`config.mk`:
```
export PLATFORM = sky130hd
export DESIGN_NAME = sorted_insert_queue_flat
export DESIGN_NICKNAME = d
export VERILOG_FILES = /design/src/hw/rtl/siq_pkg.sv /design/src/hw/rtl/siq_in_if.sv /design/src/hw/rtl/siq_out_if.sv /design/src/hw/rtl/sorted_insert_queue.sv /design/src/hw/rtl/siq_ctrl.sv /design/src/hw/rtl/siq_dp.sv /design/src/flat_wrapper.sv
export SDC_FILE = /design/constraint.sdc
export NUM_CORES = 2
export LEC_CHECK = 0
export BUFFER_PORTS_ARGS = -buffer_cell sky130_fd_sc_hd__buf_2
export CELL_PAD_IN_SITES_DETAIL_PLACEMENT = 0
export CELL_PAD_IN_SITES_GLOBAL_PLACEMENT = 1
export CORE_MARGIN = 3
export CORE_UTILIZATION = 51
export DETAILED_ROUTE_END_ITERATION = 7
export PLACE_DENSITY_LB_ADDON = 0.2
export SYNTH_ARGS = -nofsm -noshare
export SYNTH_HDL_FRONTEND = slang
export SYNTH_SLANG_ARGS = --single-unit
```
`constraint.sdc`:
```
create_clock -name clk -period 8.71 [get_ports clk]
set_clock_uncertainty 0.2 [all_clocks]
set_input_delay 1.742 -clock clk [delete_from_list [all_inputs] [get_ports clk]]
set_output_delay 1.742 -clock clk [all_outputs]
set_load 0.02 [all_outputs]
```
`src/hw/rtl/siq_pkg.sv`:
```
package siq_pkg;

  localparam int DATA_W       = 32;
  localparam int CAPACITY_DEF = 16;

  localparam logic [1:0] ST_INSERTED = 2'd0;
  localparam logic [1:0] ST_DROPPED  = 2'd1;
  localparam logic [1:0] ST_DRAINED  = 2'd2;
  localparam logic [1:0] ST_EMPTY    = 2'd3;

  localparam logic MODE_INSERT = 1'b0;
  localparam logic MODE_DRAIN  = 1'b1;

  typedef struct packed {
    logic insert;
    logic load_empty;
    logic drain;
  } siq_cmd_t;

  typedef struct packed {
    logic empty;
    logic one_left;
    logic full;
  } siq_stat_t;

endpackage

```
`src/hw/rtl/siq_in_if.sv`:
```
interface siq_in_if;
  logic                             valid;
  logic                             ready;
  logic                             mode;
  logic signed [siq_pkg::DATA_W-1:0] value;

  modport source (output valid, output mode, output value, input ready);
  modport sink   (input valid, input mode, input value, output ready);
endinterface

```
`src/hw/rtl/siq_out_if.sv`:
```
interface siq_out_if;
  logic                             valid;
  logic                             ready;
  logic signed [siq_pkg::DATA_W-1:0] out_value;
  logic [1:0]                       status;
  logic                             last;

  modport source (output valid, output out_value, output status, output last, input ready);
  modport sink   (input valid, input out_value, input status, input last, output ready);
endinterface

```
`src/hw/rtl/sorted_insert_queue.sv`:
```
// Insert: the status word is registered and valid in the cycle after the input word is taken;
// inserts go at one per cycle while the output register is free, set by the row of compare-and-shift cells.
// Drain of n entries: the controller first enters its drain state, after which words leave the shifting store
// at one per cycle while the output register is free; the next input can be taken in the cycle the last one leaves.
// Reset (rst, synchronous) clears the entry count, the controller state and
// output valid; the stored words are not reset.
module sorted_insert_queue #(
  parameter int CAPACITY = siq_pkg::CAPACITY_DEF
) (
  input  logic      clk,
  input  logic      rst,
  siq_in_if.sink    in_ch,
  siq_out_if.source out_ch
);

  siq_pkg::siq_cmd_t  cmd;
  siq_pkg::siq_stat_t stat;

  siq_ctrl u_ctrl (
    .clk       (clk),
    .rst       (rst),
    .in_valid  (in_ch.valid),
    .in_mode   (in_ch.mode),
    .in_ready  (in_ch.ready),
    .out_valid (out_ch.valid),
    .out_ready (out_ch.ready),
    .stat      (stat),
    .cmd       (cmd)
  );

  siq_dp #(
    .CAPACITY (CAPACITY)
  ) u_dp (
    .clk       (clk),
    .rst       (rst),
    .cmd       (cmd),
    .stat      (stat),
    .in_value  (in_ch.value),
    .out_value (out_ch.out_value),
    .status    (out_ch.status),
    .last      (out_ch.last)
  );

endmodule

```
`src/hw/rtl/siq_ctrl.sv`:
```
module siq_ctrl (
  input  logic               clk,
  input  logic               rst,
  input  logic               in_valid,
  input  logic               in_mode,
  output logic               in_ready,
  output logic               out_valid,
  input  logic               out_ready,
  input  siq_pkg::siq_stat_t stat,
  output siq_pkg::siq_cmd_t  cmd
);

  localparam logic S_IDLE  = 1'b0;
  localparam logic S_DRAIN = 1'b1;

  logic state;
  logic state_next;
  logic out_valid_next;
  logic can_load;
  logic accept;

  assign can_load = !out_valid || out_ready;
  assign in_ready = (state == S_IDLE) && can_load;
  assign accept   = in_valid && in_ready;

  always_comb begin
    cmd            = '0;
    state_next     = state;
    unique case (state)
      S_IDLE: begin
        if (accept) begin
          if (in_mode == siq_pkg::MODE_INSERT) begin
            cmd.insert = 1'b1;
          end else if (stat.empty) begin
            cmd.load_empty = 1'b1;
          end else begin
            state_next = S_DRAIN;
          end
        end
      end
      S_DRAIN: begin
        // One stored word leaves per cycle while the output register is free.
        if (can_load) begin
          cmd.drain = 1'b1;
          if (stat.one_left) begin
            state_next = S_IDLE;
          end
        end
      end
      default: state_next = S_IDLE;
    endcase
  end

  always_comb begin
    if (cmd.insert || cmd.load_empty || cmd.drain) begin
      out_valid_next = 1'b1;
    end else if (out_ready) begin
      out_valid_next = 1'b0;
    end else begin
      out_valid_next = out_valid;
    end
  end

  always_ff @(posedge clk) begin
    if (rst) begin
      state     <= S_IDLE;
      out_valid <= 1'b0;
    end else begin
      state     <= state_next;
      out_valid <= out_valid_next;
    end
  end

  a_ready_idle: assert property (@(posedge clk) disable iff (rst)
    in_ready |-> state == S_IDLE)
    else $error("input ready outside idle state");

  a_drain_state: assert property (@(posedge clk) disable iff (rst)
    cmd.drain |-> state == S_DRAIN)
    else $error("drain command outside drain state");

  a_drain_nonempty: assert property (@(posedge clk) disable iff (rst)
    state == S_DRAIN |-> !stat.empty)
    else $error("drain state with an empty store");

  a_no_overwrite: assert property (@(posedge clk) disable iff (rst)
    (out_valid && !out_ready) |-> !(cmd.insert || cmd.load_empty || cmd.drain))
    else $error("output register loaded while its word is held");

  a_drain_entry: assert property (@(posedge clk) disable iff (rst)
    (accept && in_mode == siq_pkg::MODE_DRAIN && !stat.empty) |=> state == S_DRAIN)
    else $error("drain of a filled store did not start");

endmodule

```
`src/hw/rtl/siq_dp.sv`:
```
module siq_dp #(
  parameter int CAPACITY = siq_pkg::CAPACITY_DEF
) (
  input  logic                              clk,
  input  logic                              rst,
  input  siq_pkg::siq_cmd_t                 cmd,
  output siq_pkg::siq_stat_t                stat,
  input  logic signed [siq_pkg::DATA_W-1:0] in_value,
  output logic signed [siq_pkg::DATA_W-1:0] out_value,
  output logic [1:0]                        status,
  output logic                              last
);

  localparam int CW = $clog2(CAPACITY + 1);

  logic signed [siq_pkg::DATA_W-1:0] entries [CAPACITY];
  logic [CAPACITY-1:0]               gt;
  logic [CW-1:0]                     count;

  assign stat.empty    = (count == '0);
  assign stat.one_left = (count == CW'(1));
  assign stat.full     = (count >= CW'(CAPACITY));

  // Each cell compares its own word with the new value. Since the store is
  // descending, gt forms a run of ones from cell 0 up to the insert point.
  for (genvar i = 0; i < CAPACITY; i++) begin : g_cell
    assign gt[i] = (CW'(i) < count) && (entries[i] > in_value);

    always_ff @(posedge clk) begin
      if (cmd.insert && !gt[i]) begin
        if (i == 0) begin
          entries[i] <= in_value;
        end else if (gt[(i == 0) ? 0 : i-1]) begin
          entries[i] <= in_value;
        end else begin
          entries[i] <= entries[(i == 0) ? 0 : i-1];
        end
      end else if (cmd.drain && i < CAPACITY-1) begin
        entries[i] <= entries[(i < CAPACITY-1) ? i+1 : i];
      end
    end
  end

  always_ff @(posedge clk) begin
    if (rst) begin
      count <= '0;
    end else if (cmd.insert && !stat.full) begin
      count <= count + CW'(1);
    end else if (cmd.drain) begin
      count <= count - CW'(1);
    end
  end

  always_ff @(posedge clk) begin
    if (cmd.insert) begin
      out_value <= '0;
      status    <= stat.full ? siq_pkg::ST_DROPPED : siq_pkg::ST_INSERTED;
      last      <= 1'b1;
    end else if (cmd.load_empty) begin
      out_value <= '0;
      status    <= siq_pkg::ST_EMPTY;
      last      <= 1'b1;
    end else if (cmd.drain) begin
      out_value <= entries[0];
      status    <= siq_pkg::ST_DRAINED;
      last      <= stat.one_left;
    end
  end

endmodule
```
`src/flat_wrapper.sv`:
```
// flat-port wrapper written by rule: the top's interface ports become plain ports
module sorted_insert_queue_flat 
#(
  parameter int CAPACITY = siq_pkg::CAPACITY_DEF
)
  (clk, rst, in_ch_valid, in_ch_mode, in_ch_value, in_ch_ready, out_ch_valid, out_ch_out_value, out_ch_status, out_ch_last, out_ch_ready);
  siq_in_if in_ch_i ();
  siq_out_if out_ch_i ();
  input  logic clk;
  input  logic rst;
  input wire logic [$bits(in_ch_i.valid)-1:0] in_ch_valid;
  input wire logic [$bits(in_ch_i.mode)-1:0] in_ch_mode;
  input wire logic [$bits(in_ch_i.value)-1:0] in_ch_value;
  output wire logic [$bits(in_ch_i.ready)-1:0] in_ch_ready;
  output wire logic [$bits(out_ch_i.valid)-1:0] out_ch_valid;
  output wire logic [$bits(out_ch_i.out_value)-1:0] out_ch_out_value;
  output wire logic [$bits(out_ch_i.status)-1:0] out_ch_status;
  output wire logic [$bits(out_ch_i.last)-1:0] out_ch_last;
  input wire logic [$bits(out_ch_i.ready)-1:0] out_ch_ready;
  assign in_ch_i.valid = in_ch_valid;
  assign in_ch_i.mode = in_ch_mode;
  assign in_ch_i.value = in_ch_value;
  assign in_ch_ready = in_ch_i.ready;
  assign out_ch_valid = out_ch_i.valid;
  assign out_ch_out_value = out_ch_i.out_value;
  assign out_ch_status = out_ch_i.status;
  assign out_ch_last = out_ch_i.last;
  assign out_ch_i.ready = out_ch_ready;
  sorted_insert_queue #(.CAPACITY(CAPACITY)) u_core (.clk(clk), .rst(rst), .in_ch(in_ch_i), .out_ch(out_ch_i));
endmodule
```
-- Yosys cells after proc, flatten, opt, wreduce, memory -nomap -nowiden
Memory sizes are Yosys's and may differ from the RTL's.
Index checks and enable logic that the tools add are counted.
- add/subtract/negate cells: 2
- $lt $le $gt $ge: 33
- equality and inequality tests: 1
- multiplexer cells: 174
- bitwise gates (word level): 31
- reduce and logical (&&, ||, !) cells: 61
- operators with widths (cell ; number):
    $mux W32 ; 30
    $gt A32 B32 Y1 ; 16
    $mux W1 ; 136
    $lt A4 B5 Y1 const A ; 8
    $logic_and A1 B1 Y1 ; 35
    $or A1 B1 Y1 ; 30
    $lt A3 B5 Y1 const A ; 4
    $logic_not A1 Y1 ; 18
    $lt A1 B5 Y1 const A ; 2
    $lt A2 B5 Y1 const A ; 2
    $mux W2 ; 5
    $mux W5 ; 2
    $add A5 B1 Y5 const B ; 1
    $eq A5 B1 Y1 const B ; 1
    $ge A5 B5 Y1 const B ; 1
    $logic_not A5 Y1 ; 1
    $sub A5 B1 Y5 const B ; 1
    $reduce_bool A2 Y1 ; 2
    $logic_or A1 B1 Y1 ; 3
    $reduce_bool A3 Y1 ; 1
    $pmux W1 S2 ; 1
    $reduce_or A2 Y1 ; 1
    $not A1 Y1 ; 1
- bits in registers: 42
- memory bits (writable): 512
- bits of input ports: 37
- logic and storage cells: 309
- memories: 1
- memories (name ; words ; width ; rd ports ; clocked after memory_dff ; wr ports ; line ; text):
    u_core.u_dp.entries ; 16 ; 32 ; 16 ; 0 ; 16 ; siq_dp.sv:16 ; logic signed [siq_pkg::DATA_W-1:0] entries [CAPACITY];

-- Depth between registers and ports, before layout
- depth in word-level cells: 11
- gate-level depth with buffers: 13

-- By module
Synthesis repeated with hierarchy kept, for this count alone.
- cell total of the unflattened synthesis: 3893
- area total of the unflattened synthesis: 39482.9 um^2
- by module, submodules not included (module ; instances ; cells an instance ; area each (um^2) ; seq. area each (um^2)):
    siq_dp ; 1 ; 3879 ; 39351.5 ; 16195.5
    siq_ctrl ; 1 ; 14 ; 131.4 ; 40.0

-- Least setup slack after synthesis
OpenSTA, ideal clock, no wires.
- kind: input port to flip-flop
- start: in in_ch_value[22]
- end: mem u_core.u_dp.entries[0][128] (netlist name), enable pin
- library setup time: 0.466 ns
- arrival: 6.335 ns
- path slack: 1.710 ns
- stages on the path: 10
- path buffers: 2
- cell sequence: inv_1 > ha_1 > and4_1 > nor4bb_1 > or3b_2 > and4_1 > or2_1 > buf_2 > clkbuf_1 > o21ai_0
- RTL lines (element ; line ; text):
    start: declaration ; flat_wrapper.sv:13 ; input wire logic [$bits(in_ch_i.value)-1:0] in_ch_value;
    end: declaration ; siq_dp.sv:16 ;

==> impl_metrics.ini <==
[global_routing]
use_met2_pct = 50.2
grt_antenna_before_repair = 3
track_usage_pct = 31.0
grt_pass1_wl_mm = 192
grt_pass1_vias = 32800
use_met3_pct = 4.49
grt_max_degree = 149
top_usage_layer = met2
grt_use_met1_pct = 42.4
grt_overflow = 0

[layout]
finalInstanceArea_mm2 = 0.0425
final_net_count = 4350
mostFrequentLayoutCells = ha_1 (516), edfxtp_1 (514), nand3_1 (382)
areaGrowthSynthToFinish_pct = 9.85
layout_commonest_cell = ha_1
drive_gt1_share_pct = 9.09

[floorplan]
die_h_um = 281
dieWidth_um = 281
io_pins = 74
rows = 100
start_util_pct = 51.7
die_area_mm2 = 0.0791
core_mm2 = 0.0748

[setup_path]
required_ns = 8.70
end_kind = flop
path_class = input pin to flop
worst_ep_arrival_time_ns = 6.49
cp_max_fo = 65
start_kind = input pin

[min_path]
hp-class = flop to flop

[synth]
synth-xor-area-share_pct = 0.0680
synth_seq_cells = 554
ys_seq_area_share_pct = 42.0
yosys_warnings = 0
syn-mean-instance-area_um2 = 10.1
synthSimpleGateAreaFrac_pct = 17.6
synth_async_sr_flop_share_pct = 0
synth_mux_area_share_pct = 3.21
synth_top_family_by_area = simple AND/OR/NAND/NOR gates
synth_cell_type_count = 69
synthAdderAreaFrac_pct = 16.7
synth_edf_count = 514
netlist_instances = 3818
syn_area_mm2 = 0.0387
synthFlopType = edfxtp_1
synthesis.nets = 4371
synth_compound_area_share_pct = 16.7

[drt]
drt_iter0_markers = 3681
drc = 0
routedWlPerCell_um = 26.0
wirelength_mm = 125
via_per_inst = 6.84
via_count = 32900
drtPass1Iterations = 5
ant_nets = 0

[pwr]
power_frac_seq_pct = 38.3
p_clk_share_pct = 24.4
switchingPower_mw = 4.94
p_sw_share_pct = 39.2
p_leak_nw = 17.4
p_int_mw = 7.67
p_per_area_mw_per_mm2 = 297
irDropWorstVdd_mv = 0.144
combinationalPowerShare_pct = 37.2

[job]
drv_cap = 1

[timing]
min_period_over_period_pct = 74.6
setup_violations = 0
tightest_slew_ns = 1.58
hold_violations = 0
maxSlewViolCount = 2
fmax_mhz = 154
rsz0062_at_grt = false
post-route-min-period_ns = 6.49
max_slew_margin_pct = -8.39
setup_tns_ns = 0

[placement]
hpwl_mm = 91.4
dpl_cell_area_mm2 = 0.0400
routabilityCongestion = 0.922
io_buffers = 73

[clock_network]
htree_levels = 3
post_cts_buffers = 0
clk_latency_ns = 0.61
hold_buffers = 0
cts.reportedPaths.clkPinSlew_ns = 0.05
post_cts_resized = 0
cts.path.max_buffers = 3
cts_made_buffers = 69
cts_tree = done
clock_sinks = 554
root_buffer = clkbuf_16

[run_status]
violations = capacitance limit, slew limit
outcome = finished with violations
-- power by group through the flow --
stage | Combinational (mW) | Sequential [mW] | Clock [mW]
2_1_floorplan | 3.22 | 4.59 | 0
6_report | 4.70 | 4.83 | 3.08
3_3_place_gp | 4.36 | 4.85 | 0
3_5_place_dp | 4.58 | 4.85 | 0
5_1_grt | 5.19 | 4.89 | 3.21
4_1_cts | 4.60 | 4.81 | 3.11
-- flip-flops by register name (all words and copies together) (netlist names) --
signal and cells:
u_core.u_dp.entries 512, u_core.u_dp.status 2, u_core.u_ctrl.state 1, u_core.u_dp.last 1, u_core.u_ctrl.out_valid 1, u_core.u_dp.count 5, u_core.u_dp.out_value 32
-- worst max-delay path, stage by stage --
cell and delay (ns):
buf_2 0.20, inv_1 0.41, ha_1 0.50, nand4_1 0.18, a2111oi_0 1.35, o31ai_1 0.19
a21oi_1 0.35, or2_2 0.99, o21ai_4 0.52
-- area by class of cell --
class	count	area, um2
diodes	1	2.50
clock buffers	93	2030
clock inverters	31	355
fillers	6542	32400
inverters	94	353
multi-input cells	2909	21100
flip-flops and latches	554	16200
well taps	969	1210
repair buffers	169	1140
-- worst paths after layout --
kind | start | to | slack (ns) | cells past startpoint
worst max-delay path | in_ch_value[14] | u_core.u_dp.entries[0][197] | 2.22 | 9
worst min-delay path | u_core.u_dp.out_value[15] | u_core.u_dp.out_value[15] | 0.25 | 2
worst max register to register | u_core.u_dp.entries[0][206] | u_core.u_dp.entries[0][197] | 3.69 | 7
worst min register to register | u_core.u_dp.out_value[15] | u_core.u_dp.out_value[15] | 0.25 | 2
-- Yosys cell counts, types with 32 or more instances --
library cell	count	area (um2)
ha_1	516	6460
buf_2	42	210
nor2_1	82	308
edfxtp_1	514	15400
or3b_1	32	280
clkbuf_1	200	751
mux2_2	32	360
nor3_1	32	160
inv_1	93	349
o211ai_1	33	248
a21o_1	77	578
a21oi_1	284	1420
nor3b_1	63	473
nand4_1	110	688
mux2i_1	87	871
dfxtp_1	40	801
o21ai_0	249	1250
nand3_1	383	1920
and3_1	134	838
nand2_1	357	1340
a221o_1	199	1990
-- layer usage --
layer | share of wire, % | wire length [um]
met3 | 7.4 | 9280
met4 | 3.5 | 4350
met1 | 43 | 53400
met5 | 0.0096 | 12
met2 | 46 | 58100
-- cell families (layout without fill, tap and decap cells) --
logic type               count (synthesis)  in the layout
AO/OA/AOI/OAI                          965            965
XOR/XNOR                                 3              3
adder cells (fa/ha/maj)                516            516
buffers and inverters                  355            387
flip-flops                             554            554
multiplexers                           120            120
other                                    0              1
AND/OR/NAND/NOR                       1305           1305
-- metrics by stage --
| stage | hold WS (ns) | cells | setup WS [ns] | util (%) | total power [mW] |
|---|---|---|---|---|---|
| global placement | 0.238 | 4694 | 2.02 | 53.5 | 9.21 |
| CTS | 0.251 | 4818 | 2.42 | 56.7 | 12.5 |
| detailed placement | 0.243 | 4694 | 1.81 | 53.5 | 9.43 |
| finish | 0.250 | 4820 | 2.22 | 56.8 | 12.6 |
| global route | 0.264 | 4819 | 1.92 | 56.8 | 13.3 |
| floorplan | 0.269 | 3818 | 1.71 | - | 7.81 |
Power figures use the tool's default switching activity.
